$ cat src/rtl/bvmm_pkg.sv
`timescale 1ns / 1ps
// bvmm_pkg: widths, constants, register indexes and shared types of the
// battery voltage median monitor; no dependencies
package bvmm_pkg;

    localparam int RAW_W         = 12;
    localparam int MV_W          = 16;
    localparam int BURST_SAMPLES = 16;
    localparam int CNT_W         = $clog2(BURST_SAMPLES + 1);
    localparam int IDX_W         = (BURST_SAMPLES > 1) ? $clog2(BURST_SAMPLES) : 1;
    localparam int CLIP_LIMIT    = BURST_SAMPLES / 4;

    localparam int AVG_DEPTH = 8;
    localparam int POS_W     = (AVG_DEPTH > 1) ? $clog2(AVG_DEPTH) : 1;
    localparam int DEPTH_W   = $clog2(AVG_DEPTH + 1);
    localparam int SUM_W     = RAW_W + $clog2(AVG_DEPTH + 1);

    localparam int PROD_W = 2 * RAW_W;
    localparam int Q_FRAC = 8;

    localparam logic [RAW_W-1:0] MV_FULL_SCALE = RAW_W'(3300);
    localparam logic [RAW_W-1:0] ADC_MAX       = RAW_W'(4095);

    localparam int CFG_IDX_W  = 3;
    localparam int CFG_DATA_W = 16;

    typedef enum logic [CFG_IDX_W-1:0] {
        CFG_DIVIDER_RATIO = 3'd0,
        CFG_RAIL_LEVEL    = 3'd1,
        CFG_ARM_MIN       = 3'd2,
        CFG_OPERATE_MIN   = 3'd3,
        CFG_CRITICAL      = 3'd4
    } cfg_index_t;

    typedef enum logic [1:0] {
        STATUS_OK       = 2'd0,
        STATUS_LOW      = 2'd1,
        STATUS_WARNING  = 2'd2,
        STATUS_CRITICAL = 2'd3
    } status_t;

    // link between neighboring sort cells
    typedef struct packed {
        logic             gt;
        logic [RAW_W-1:0] val;
    } link_t;

endpackage

$ cat src/rtl/bvmm_cell.sv
`timescale 1ns / 1ps
// bvmm_cell: one slot of the sorted insertion chain
// depends on bvmm_pkg
module bvmm_cell (
    input  logic                      aclk,
    input  logic                      ins_en,
    input  logic [bvmm_pkg::RAW_W-1:0] ins_val,
    input  logic                      occupied,
    input  bvmm_pkg::link_t           left,
    output bvmm_pkg::link_t           right
);
    import bvmm_pkg::*;

    logic [RAW_W-1:0] val_reg;
    logic             gt;

    // an empty slot acts as larger than anything
    assign gt    = !occupied || (val_reg > ins_val);
    assign right = '{gt: gt, val: val_reg};

    always_ff @(posedge aclk) begin
        if (ins_en && gt) begin
            val_reg <= left.gt ? left.val : ins_val;
        end
    end

endmodule

$ cat src/rtl/bvmm_div.sv
`timescale 1ns / 1ps
// bvmm_div: restoring divider, one quotient bit per cycle
// depends on bvmm_pkg
module bvmm_div (
    input  logic                         aclk,
    input  logic                         aresetn,
    input  logic                         start,
    input  logic [bvmm_pkg::SUM_W-1:0]   dividend,
    input  logic [bvmm_pkg::DEPTH_W-1:0] divisor,
    output logic                         done,
    output logic [bvmm_pkg::SUM_W-1:0]   quotient
);
    import bvmm_pkg::*;

    localparam int STEP_W = $clog2(SUM_W);

    logic [SUM_W-1:0]   quo_reg;
    logic [DEPTH_W-1:0] rem_reg;
    logic [DEPTH_W-1:0] dsr_reg;
    logic [STEP_W-1:0]  step_reg;
    logic               busy_reg;
    logic               done_reg;
    logic [DEPTH_W:0]   rem_sh;
    logic               fits;
    logic [DEPTH_W:0]   rem_sub;

    assign rem_sh  = {rem_reg, quo_reg[SUM_W-1]};
    assign fits    = rem_sh >= {1'b0, dsr_reg};
    assign rem_sub = rem_sh - {1'b0, dsr_reg};

    assign done     = done_reg;
    assign quotient = quo_reg;

    always_ff @(posedge aclk) begin
        if (!aresetn) begin
            busy_reg <= 1'b0;
            done_reg <= 1'b0;
            step_reg <= '0;
        end else begin
            done_reg <= 1'b0;
            if (start) begin
                busy_reg <= 1'b1;
                step_reg <= '0;
            end else if (busy_reg) begin
                step_reg <= step_reg + 1'b1;
                if (step_reg == STEP_W'(SUM_W - 1)) begin
                    busy_reg <= 1'b0;
                    done_reg <= 1'b1;
                end
            end
        end
    end

    always_ff @(posedge aclk) begin
        if (start) begin
            quo_reg <= dividend;
            rem_reg <= '0;
            dsr_reg <= divisor;
        end else if (busy_reg) begin
            quo_reg <= {quo_reg[SUM_W-2:0], fits};
            rem_reg <= fits ? rem_sub[DEPTH_W-1:0] : rem_sh[DEPTH_W-1:0];
        end
    end

endmodule

$ cat src/rtl/battery_voltage_median_monitor.sv
`timescale 1ns / 1ps
// battery_voltage_median_monitor: top level, burst control, ring average,
// scaling and classification; depends on bvmm_pkg, bvmm_cell, bvmm_div
//
// Usage:
//   Input words (s_tvalid/s_tready) are converter read attempts: s_tdata
//   holds raw_count, s_tuser[0] holds read_ok. Good samples are inserted
//   into a chain of sort cells, one word per cycle. Every 16th attempt
//   closes a burst and produces one output word (m_tvalid/m_tready).
//   Output m_tdata holds batt_mv, status and clipped_count; m_tuser
//   holds clip_fault and read_failed.
//   Throughput: words of a burst are taken one per cycle; after the last
//   word of a burst the input is held off while the median is converted,
//   pushed into the 8-entry ring and averaged. The average goes through a
//   bit-serial divider, so a burst with good samples holds off the input
//   longer than a burst with none, which skips the ring and the divider.
//   The output word sits in a register: the next burst is collected while
//   it waits; the block only stalls when a new result is ready before the
//   previous one has been taken.
//   Configuration writes (cfg_wr_en, cfg_index, cfg_data) take effect at
//   once and are to be made while the block is idle.
//   Reset (synchronous, aresetn low) clears counters, the ring, the last
//   voltage and restores register defaults; no clearing pass is needed.
module battery_voltage_median_monitor (
    input  logic                                aclk,
    input  logic                                aresetn,
    input  logic                                cfg_wr_en,
    input  logic [bvmm_pkg::CFG_IDX_W-1:0]      cfg_index,
    input  logic [bvmm_pkg::CFG_DATA_W-1:0]     cfg_data,
    input  logic                                s_tvalid,
    output logic                                s_tready,
    input  logic [15:0]                         s_tdata,  // raw_count[11:0], zero [15:12]
    input  logic [0:0]                          s_tuser,  // read_ok[0]
    output logic                                m_tvalid,
    input  logic                                m_tready,
    output logic [23:0]                         m_tdata,  // batt_mv[15:0], status[17:16],
                                                          // clipped_count[22:18], zero [23]
    output logic [1:0]                          m_tuser   // clip_fault[0], read_failed[1]
);
    import bvmm_pkg::*;

    typedef enum logic [2:0] {
        S_COLLECT,
        S_MED,
        S_CONV,
        S_DIV,
        S_SCALE,
        S_FIN,
        S_OUT
    } state_t;

    state_t state_reg;

    logic [RAW_W-1:0] ratio_reg;
    logic [RAW_W-1:0] rail_reg;
    logic [MV_W-1:0]  arm_reg;
    logic [MV_W-1:0]  operate_reg;
    logic [MV_W-1:0]  critical_reg;

    logic [CNT_W-1:0] good_reg;
    logic [CNT_W-1:0] attempt_reg;
    logic [CNT_W-1:0] clip_reg;
    logic             failed_reg;

    logic [RAW_W-1:0] ring_reg [AVG_DEPTH];
    logic [POS_W-1:0] pos_reg;
    logic             full_reg;
    logic [SUM_W-1:0] sum_reg;
    logic [MV_W-1:0]  last_reg;

    logic [PROD_W-1:0] prod_reg;
    logic [RAW_W-1:0]  avg_reg;

    logic        m_tvalid_reg;
    logic [23:0] m_tdata_reg;
    logic [1:0]  m_tuser_reg;

    // input side
    logic             in_acc;
    logic [RAW_W-1:0] raw;
    logic             ok;
    logic             ins_en;

    assign s_tready = (state_reg == S_COLLECT);
    assign in_acc   = s_tvalid && s_tready;
    assign raw      = s_tdata[RAW_W-1:0];
    assign ok       = s_tuser[0];
    assign ins_en   = in_acc && ok && (good_reg < CNT_W'(BURST_SAMPLES));

    // sort chain
    link_t            links [BURST_SAMPLES+1];
    logic [RAW_W-1:0] cell_val [BURST_SAMPLES];

    assign links[0] = '{gt: 1'b0, val: '0};

    for (genvar i = 0; i < BURST_SAMPLES; i++) begin : g_cell
        logic occ;
        assign occ         = CNT_W'(i) < good_reg;
        assign cell_val[i] = links[i+1].val;
        bvmm_cell u_cell (
            .aclk     (aclk),
            .ins_en   (ins_en),
            .ins_val  (raw),
            .occupied (occ),
            .left     (links[i]),
            .right    (links[i+1])
        );
    end

    logic [CNT_W-1:0] med_pos;
    logic [RAW_W-1:0] median;

    assign med_pos = good_reg >> 1;
    assign median  = cell_val[med_pos[IDX_W-1:0]];

    // divide by 4095: x = a*4096 + b = a*4095 + (a + b), and a + b < 2*4095
    logic [RAW_W-1:0] conv_hi;
    logic [RAW_W-1:0] conv_lo;
    logic [RAW_W:0]   conv_rest;
    logic [RAW_W-1:0] mv;

    assign conv_hi   = prod_reg[PROD_W-1:RAW_W];
    assign conv_lo   = prod_reg[RAW_W-1:0];
    assign conv_rest = {1'b0, conv_hi} + {1'b0, conv_lo};
    assign mv        = conv_hi + RAW_W'(conv_rest >= {1'b0, ADC_MAX});

    // ring update
    logic [POS_W-1:0]   pos_next;
    logic               full_next;
    logic [SUM_W-1:0]   sum_next;
    logic [DEPTH_W-1:0] count_next;
    logic               pos_wrap;

    assign pos_wrap   = (pos_reg == POS_W'(AVG_DEPTH - 1));
    assign pos_next   = pos_wrap ? '0 : pos_reg + 1'b1;
    assign full_next  = full_reg || pos_wrap;
    assign sum_next   = sum_reg - SUM_W'(ring_reg[pos_reg]) + SUM_W'(mv);
    assign count_next = full_next ? DEPTH_W'(AVG_DEPTH) : DEPTH_W'(pos_next);

    logic             div_start;
    logic             div_done;
    logic [SUM_W-1:0] div_quo;

    assign div_start = (state_reg == S_CONV);

    bvmm_div u_div (
        .aclk     (aclk),
        .aresetn  (aresetn),
        .start    (div_start),
        .dividend (sum_next),
        .divisor  (count_next),
        .done     (div_done),
        .quotient (div_quo)
    );

    // classification, critical first
    status_t status;

    always_comb begin
        if (last_reg < critical_reg) begin
            status = STATUS_CRITICAL;
        end else if (last_reg < operate_reg) begin
            status = STATUS_WARNING;
        end else if (last_reg < arm_reg) begin
            status = STATUS_LOW;
        end else begin
            status = STATUS_OK;
        end
    end

    logic out_free;
    logic out_load;
    logic clip_fault;

    assign out_free   = !m_tvalid_reg || m_tready;
    assign out_load   = (state_reg == S_OUT) && out_free;
    assign clip_fault = clip_reg > CNT_W'(CLIP_LIMIT);

    // configuration
    always_ff @(posedge aclk) begin
        if (!aresetn) begin
            ratio_reg    <= RAW_W'(256);
            rail_reg     <= ADC_MAX;
            arm_reg      <= '0;
            operate_reg  <= '0;
            critical_reg <= '0;
        end else if (cfg_wr_en) begin
            case (cfg_index)
                CFG_DIVIDER_RATIO: ratio_reg    <= cfg_data[RAW_W-1:0];
                CFG_RAIL_LEVEL:    rail_reg     <= cfg_data[RAW_W-1:0];
                CFG_ARM_MIN:       arm_reg      <= cfg_data[MV_W-1:0];
                CFG_OPERATE_MIN:   operate_reg  <= cfg_data[MV_W-1:0];
                CFG_CRITICAL:      critical_reg <= cfg_data[MV_W-1:0];
                default: ;
            endcase
        end
    end

    // burst control
    always_ff @(posedge aclk) begin
        if (!aresetn) begin
            state_reg    <= S_COLLECT;
            good_reg     <= '0;
            attempt_reg  <= '0;
            clip_reg     <= '0;
            failed_reg   <= 1'b0;
            pos_reg      <= '0;
            full_reg     <= 1'b0;
            sum_reg      <= '0;
            last_reg     <= '0;
            m_tvalid_reg <= 1'b0;
            for (int k = 0; k < AVG_DEPTH; k++) begin
                ring_reg[k] <= '0;
            end
        end else begin
            // a new word may replace the one taken at this edge
            if (out_load) begin
                m_tvalid_reg <= 1'b1;
            end else if (m_tvalid_reg && m_tready) begin
                m_tvalid_reg <= 1'b0;
            end
            case (state_reg)
                S_COLLECT: begin
                    if (in_acc) begin
                        if (ins_en) begin
                            good_reg <= good_reg + 1'b1;
                        end
                        if (ok && (raw >= rail_reg)) begin
                            clip_reg <= clip_reg + 1'b1;
                        end
                        attempt_reg <= attempt_reg + 1'b1;
                        if (attempt_reg == CNT_W'(BURST_SAMPLES - 1)) begin
                            state_reg <= S_MED;
                        end
                    end
                end
                S_MED: begin
                    prod_reg   <= PROD_W'(median) * PROD_W'(MV_FULL_SCALE);
                    failed_reg <= (good_reg == '0);
                    state_reg  <= (good_reg == '0) ? S_OUT : S_CONV;
                end
                S_CONV: begin
                    ring_reg[pos_reg] <= mv;
                    pos_reg           <= pos_next;
                    full_reg          <= full_next;
                    sum_reg           <= sum_next;
                    state_reg         <= S_DIV;
                end
                S_DIV: begin
                    if (div_done) begin
                        avg_reg   <= div_quo[RAW_W-1:0];
                        state_reg <= S_SCALE;
                    end
                end
                S_SCALE: begin
                    prod_reg  <= PROD_W'(avg_reg) * PROD_W'(ratio_reg);
                    state_reg <= S_FIN;
                end
                S_FIN: begin
                    // 12 x 12 bit product shifted by 8 always fits 16 bits
                    last_reg  <= prod_reg[Q_FRAC +: MV_W];
                    state_reg <= S_OUT;
                end
                S_OUT: begin
                    if (out_free) begin
                        m_tdata_reg  <= {1'b0, clip_reg, status, last_reg};
                        m_tuser_reg  <= {failed_reg, clip_fault};
                        good_reg     <= '0;
                        attempt_reg  <= '0;
                        clip_reg     <= '0;
                        state_reg    <= S_COLLECT;
                    end
                end
                default: begin
                    state_reg <= S_COLLECT;
                end
            endcase
        end
    end

    assign m_tvalid = m_tvalid_reg;
    assign m_tdata  = m_tdata_reg;
    assign m_tuser  = m_tuser_reg;

endmodule
$ cat config.mk
export PLATFORM = sky130hd
export DESIGN_NAME = battery_voltage_median_monitor
export DESIGN_NICKNAME = d
export VERILOG_FILES = /design/src/rtl/bvmm_pkg.sv /design/src/rtl/bvmm_cell.sv /design/src/rtl/bvmm_div.sv /design/src/rtl/battery_voltage_median_monitor.sv
export SDC_FILE = /design/constraint.sdc
export NUM_CORES = 2
export LEC_CHECK = 0
export ABC_AREA = 1
export BUFFER_PORTS_ARGS = -buffer_cell sky130_fd_sc_hd__clkbuf_2
export CAP_MARGIN = 40
export CORE_ASPECT_RATIO = 0.6
export CORE_MARGIN = 2
export CORE_UTILIZATION = 45
export CTS_BUF_LIST = sky130_fd_sc_hd__clkbuf_8
export DETAILED_ROUTE_END_ITERATION = 10
export GPL_TIMING_DRIVEN = 0
export PLACE_DENSITY_LB_ADDON = 0.08
export SYNTH_ARGS = -nofsm -noshare
export SYNTH_HDL_FRONTEND = slang
export SYNTH_SLANG_ARGS = --single-unit
$ cat constraint.sdc
create_clock -name aclk -period 8.7 [get_ports aclk]
set_input_delay 0.435 -clock aclk [delete_from_list [all_inputs] [get_ports aclk]]
set_output_delay 0.435 -clock aclk [all_outputs]
set_load 0.01 [all_outputs]
After elaboration in Yosys (flattened, before gate mapping)
Memories as Yosys holds them, arrays and structs flattened. A register that Yosys moved wholly into a read port is not among the register bits.
Cells that the tools add are included.
W data, S select, Z words.
- register bits: 411
- bits in latches: 0
- memory bits (writable): 96
- memory bits (read-only): 0
- bits of input ports: 41
- output and inout bits: 28
- memories: 1
- memory list (name ; words ; width ; rd ports ; clocked after memory_dff ; wr ports ; line ; source):
    ring_reg ; 8 ; 12 ; 1 ; 1 ; 8 ; battery_voltage_median_monitor.sv:65 ; logic [RAW_W-1:0] ring_reg [AVG_DEPTH];
- add/sub/neg operators: 10
- $mul: 2
- div/mod/pow operators: 0
- $lt $le $gt $ge: 41
- equal/unequal tests: 19
- shift operators: 0
- mux-type cells: 56
- bitwise gates (word level): 3
- reduce and logical (&&, ||, !) cells: 80
- operators by type and width (operator ; count):
    $mux W12 ; 18
    $gt A12 B12 Y1 ; 16
    $bmux W12 S4 ; 1
    $lt A16 B16 Y1 ; 3
    $pmux W24 S2 ; 1
    $lt A4 B5 Y1 const A ; 8
    $mux W16 ; 2
    $mux W5 ; 6
    $pmux W5 S2 ; 3
    $mux W3 ; 9
    $mul A12 B12 Y24 ; 1
    $logic_and A1 B1 Y1 ; 22
    $mul A12 B10 Y22 const B ; 1
    $pmux W3 S7 ; 1
    $lt A3 B5 Y1 const A ; 4
    $logic_or A1 B1 Y1 ; 18
    $logic_not A1 Y1 ; 17
    $add A16 B12 Y16 ; 1
    $sub A16 B12 Y16 ; 1
    $add A5 B1 Y5 const B ; 3
    $eq A3 B3 Y1 const B ; 5
    $add A12 B12 Y13 ; 1
    $ge A13 B12 Y1 const B ; 1
    $mux W1 ; 13
    other kinds (29) ; 55

Depth between registers and ports, before layout
- depth after elaboration: 7
- mapped depth: 30

Cells and area by module
Synthesis repeated with hierarchy kept, for this count alone.
- cell total of the unflattened synthesis: 4649
- area total of the unflattened synthesis: 38316.7 µm²
- by module, submodules not included (module ; instances ; cells each ; area an instance (µm²) ; sequential area each (µm²)):
    battery_voltage_median_monitor ; 1 ; 2912 ; 23213.5 ; 7337.0
    bvmm_cell (g_cell[15].u_cell ...) ; 10 ; 99 ; 862.1 ; 360.3
    bvmm_cell (g_cell[0].u_cell ...) ; 6 ; 99 ; 843.3 ; 360.3
    bvmm_div ; 1 ; 153 ; 1422.6 ; 800.8

Least setup slack after synthesis
No wires, ideal clock.
- path kind: register -> register
- start point: reg good_reg[2]
- end point: reg prod_reg[17] (data pin)
- library setup time: 253 ps
- arrival time: 4991 ps
- required time: 8447 ps
- slack: 3456 ps
- stages on the path, launching flop included: 26
- buffers on the path: 2
- clock period less this slack: 5244 ps
- path through: dfxtp_1 > buf_2 > nand2_1 > inv_2 > buf_2 > a22oi_1 > nand4_1 > nand2_1 > a21oi_1 > nor2_1 > inv_1 > ha_1 > inv_1 > fa_1 > fa_1 > inv_1 > fa_1 > fa_1 > ha_1 > a21oi_1 > nand2_1 > nand2_1 > nand3_1 > or2_2 > nand3_1 > nand2_1
- cells in the longest elaborated chain, start to end: 6
- RTL lines (element ; line ; source):
    start: declaration ; battery_voltage_median_monitor.sv:60 ; logic [CNT_W-1:0] good_reg;
    start signal: assignment ; battery_voltage_median_monitor.sv:226 ; good_reg <= good_reg + 1'b1;
    $not A4 Y5 (implied by the code) ; battery_voltage_median_monitor.sv:114 ; assign median = cell_val[med_pos[IDX_W-1:0]];
    $bmux W12 S4 ; battery_voltage_median_monitor.sv:114 ;
    $mux W12 (implied by the code) (2 in a row) ; battery_voltage_median_monitor.sv:114 ;
    $mul A12 B10 Y22 ; battery_voltage_median_monitor.sv:238 ; prod_reg <= PROD_W'(median) * PROD_W'(MV_FULL_SCALE);
    $pmux W24 S2 ; battery_voltage_median_monitor.sv:222 ; case (state_reg)
    end signal: assignment ; battery_voltage_median_monitor.sv:238 ;
    end signal: assignment ; battery_voltage_median_monitor.sv:256 ; prod_reg <= PROD_W'(avg_reg) * PROD_W'(ratio_reg);
    end: declaration ; battery_voltage_median_monitor.sv:71 ; logic [PROD_W-1:0] prod_reg;
No other way between the ends. The select of a mux whose other input is x is not followed.
A chain may end at the register's enable or synchronous reset.

Final worst setup path
Ends and elaborated chain as after synthesis.

==> results.md <==
* Detailed-route via count at between 30000 and 40000
* Setup Skew at 0.0353 ns
* GPL Wtd Cong at a little under 1
* Mean post-synth cell area at roughly 8.4 um2
* Final cell count without fillers at ~5700
* Data arrival at the endpoint of the critical path at a little under 8 ns
* Data required time at the worst endpoint at 9.22 ns
* Combinational family with the most area after synthesis: adder cells
* Crit path buf inv count at 6
* Placed insts at between 5000 and 6000
* 1st-iter DRT viols at between 3000 and 4000
* TNS Setup at 0 ns
* Y dimension of the die at approximately 220 um
* Synthesized-area fraction occupied by ao, oa, aoi and oai cells at 0.110
* Clock buffers created by TritonCTS at 84
* H-tree lvl count at 3
* R2r startpoint: good_reg[2]
* Drt pass-1 iters at 6
* Effective utilization at floorplan at 0.457
* Finished Core Util at 0.512
* ANT nets after route at 0
* Count of unique library cells instantiated by Yosys at between 40 and 50
* Diodes inserted at 0
* Total power of the final layout at between 0.007 and 0.008 W
* Minimum clock period at just over 7 ns
* Wirelength, routed at between 100000 and 150000 um
* Final Hold Violating Endpoints at 0
* Slew @ Worst Pin at 0.952 ns
* Critical path startpoint category: flop
* Worst skew pair latency at 0.78 ns
* Status: finished, final reports clean
* TritonCTS clock tree: done
* Area of the core at 79900 um2
* Path class of the lowest-slack min-delay path: input pin to flop
* Mux share of post-synthesis cell area at 0
* Worst path max stage delay at about 0.76 ns
* Total routing resource utilization after global routing at 0.302
* Worst slew slack as a fraction of its limit at 0.365
* Count of max-cap constraint violations at 0
* List of cells traversed by the critical path: buf_2 > nand2_1 > inv_2 > buf_1 > buf_6 > nand2_1 > a41oi_1 > o21ai_0 > nand3_1 > ha_1 > inv_1 > fa_1 > inv_1 > fa_1 > fa_1 > ha_1 > ha_1 > a21oi_1 > nor2_1 > nor2_1 > nand3_1 > or2_2 > nand3_1 > nand2_1
* Count of buffers from port buffering at between 60 and 70
* Async S/R FF share, synth at 0
* Total grt overflow at 0
* Most used DFF post-synth: sky130_fd_sc_hd__edfxtp_1
* Vias per std cell at roughly 5.6
* Fin. max-slew vios at 0
* Root buffer cell: sky130_fd_sc_hd__clkbuf_8
* Layout overhead on the synthesized area at 12.0%
* Register-to-register setup slack at roughly 1.5 ns
* CP Class: flop to flop
* Net count, final at slightly above 5000
* Largest vdd supply drop at around 0.00023 V
* Number of enable flip-flop cells after synthesis at about 370
* Total setup violations reported at the end of the flow at 0
* Family of cells with the greatest summed delay on the critical path: adder cells
* Endpoint class of the critical path: flop
* Cell leakage power at 19.3 nW
* Post-synthesis sequential area ratio at 0.381
* Die footprint at roughly 83000 um2
* Power per cell area at approximately 180 nW/um2
* Crit path to: prod_reg[17]
* Number of flip-flops and latches in the synthesized netlist at 510
* Instance count of the mapped netlist at between 4000 and 5000
* Synth Area in Simple Gates at 0.205
* Final critical-path share of the clock period at 0.827
* RSZ-0062 raised after global routing: no
* Critical path startpoint: good_reg[2]
* Max FFs per register at 192
* Die X at between 300 and 400 um
* Number of remaining DRC errors at 0
* CTS Buffer Depth at 3
* Post-synthesis net count at 4942
* RR Endpoint: prod_reg[17]
* Top Ports at between 60 and 70
* Xor/xnor cell area share of the yosys netlist at 0.00648
* Number of global-route vias before repair at 29300
* Maximum clock rate at 139 MHz
* WL/cell at around 22 um
* Clock sinks at 510
* Layout cell share with drive strength beyond 1 at 0.0684
* Adder-cell share of the synthesized area at 0.221
* Largest fanout of any net on the critical path at 10
* Commonest non-fill, non-tap cells in the layout: sky130_fd_sc_hd__nand2_1, sky130_fd_sc_hd__inv_1, sky130_fd_sc_hd__ha_1
* Synthesized cell area at 36500 um2
* Number of cell rows at 80
* Final HPWL from detailed placement at approximately 97000 um
* Initial antenna violation count at 4
* First-pass GRT wire length at about 190000 um
* Number of warning messages in the yosys log at 0
* Buffers inserted by post-CTS timing repair at 0
* CTS clock-pin slew for the worst setup and hold paths at about 0.060 ns
* Cells on worst reg2reg path at 24
* Pin count of the biggest net entering global routing at 22
* Master of the slowest instance on the critical path: sky130_fd_sc_hd__o21ai_0
* Critical path depth at 24
* Most common library cell in the layout ignoring fill and taps: sky130_fd_sc_hd__nand2_1
## power breakdown
group	internal, W	switching [W]	total [W]
combinational	0.000883	0.00157	0.00246
sequential	0.00276	0.0000724	0.00283
clock	0.00114	0.00112	0.00226
total	0.00479	0.00277	0.00755
## layer usage
| metal | vias to the layer above | share of wire | track usage |
|---|---|---|---|
| met1 | 14900 | 0.49 | 0.488 |
| li1 | 15000 | - | - |
| met3 | 189 | 0.14 | 0.117 |
| met4 | 6 | 0.022 | 0.0661 |
| met5 | - | 0.0015 | 0.0157 |
| met2 | 1569 | 0.35 | 0.360 |
## worst register-to-register path, delay by kind of cell (launching register included)
kind            cells  cell delay [ns]
fa+ha+maj           6             2.74
simple gates        9             1.70
compound gates      3             1.22
buf+inv             6             0.99
flops               1             0.30
## cell families after synthesis
family | count (synthesis)
AOI/OAI and AO/OA | 711
xor gates and xnor gates | 27
adders and majority gates | 557
buffers and inverters | 722
DFF | 510
other | 1
and+or+nand+nor | 1816
## stage by stage
step           hold WS, ns  setup slack [ns]  cell area, um2
4_1_cts             0.0113              1.79           40900
5_1_grt             0.0320              1.36           40900
3_5_place_dp         0.440              1.79           39000
3_3_place_gp         0.434              1.63           38100
2_1_floorplan        0.402              3.46           36500
6_report            0.0768              1.50           40900
## area by class of cell
cell class	instances	area (um2)
clock buffers	99	1360
well taps	1066	1330
multi-input cells	3112	19900
flip-flops and latches	510	13900
fillers	7702	39000
plain buffers	168	717
clock inverters	58	375
inverters	554	2080
repair buffers	135	1250
## synth_stat cells, drive strengths merged (35+ instances only)
cell type  instances  area, um2
nor3              35        186
dfxtp            141       2820
inv              549       2060
o21ai            250       1250
a21oi            255       1280
clkbuf           129        484
nand3            286       1430
ha               412       5150
a22oi             66        495
fa               145       2900
nand2           1058       3970
edfxtp           369      11100
nand4             47        294
o22ai             37        231
buf               39        233
nor2             364       1410
## worst min-delay path by stage
stage | startpoint | end | slack [ns] | cells after the start
after global placement | critical_reg[0] | critical_reg[0] | 0.43 | 2
after floorplan | failed_reg | m_tuser[1] | 0.40 | 0
after detailed placement | u_div.quotient[10] | avg_reg[10] | 0.44 | 0
after CTS | cfg_data[0] | ratio_reg[0] | 0.01 | 3
after global routing | cfg_data[2] | rail_reg[2] | 0.03 | 3
final | s_tdata[4] | g_cell[0].u_cell.val_reg[4] | 0.08 | 1
## what timing repair did
item | CTS | global route
gates resized for setup | 0 | 0
setup endpoints to repair | 0 | 0
endpoints found under the hold margin | 31 | 0
hold buffers | 17 | 0
(Power assumes the default switching activity.)
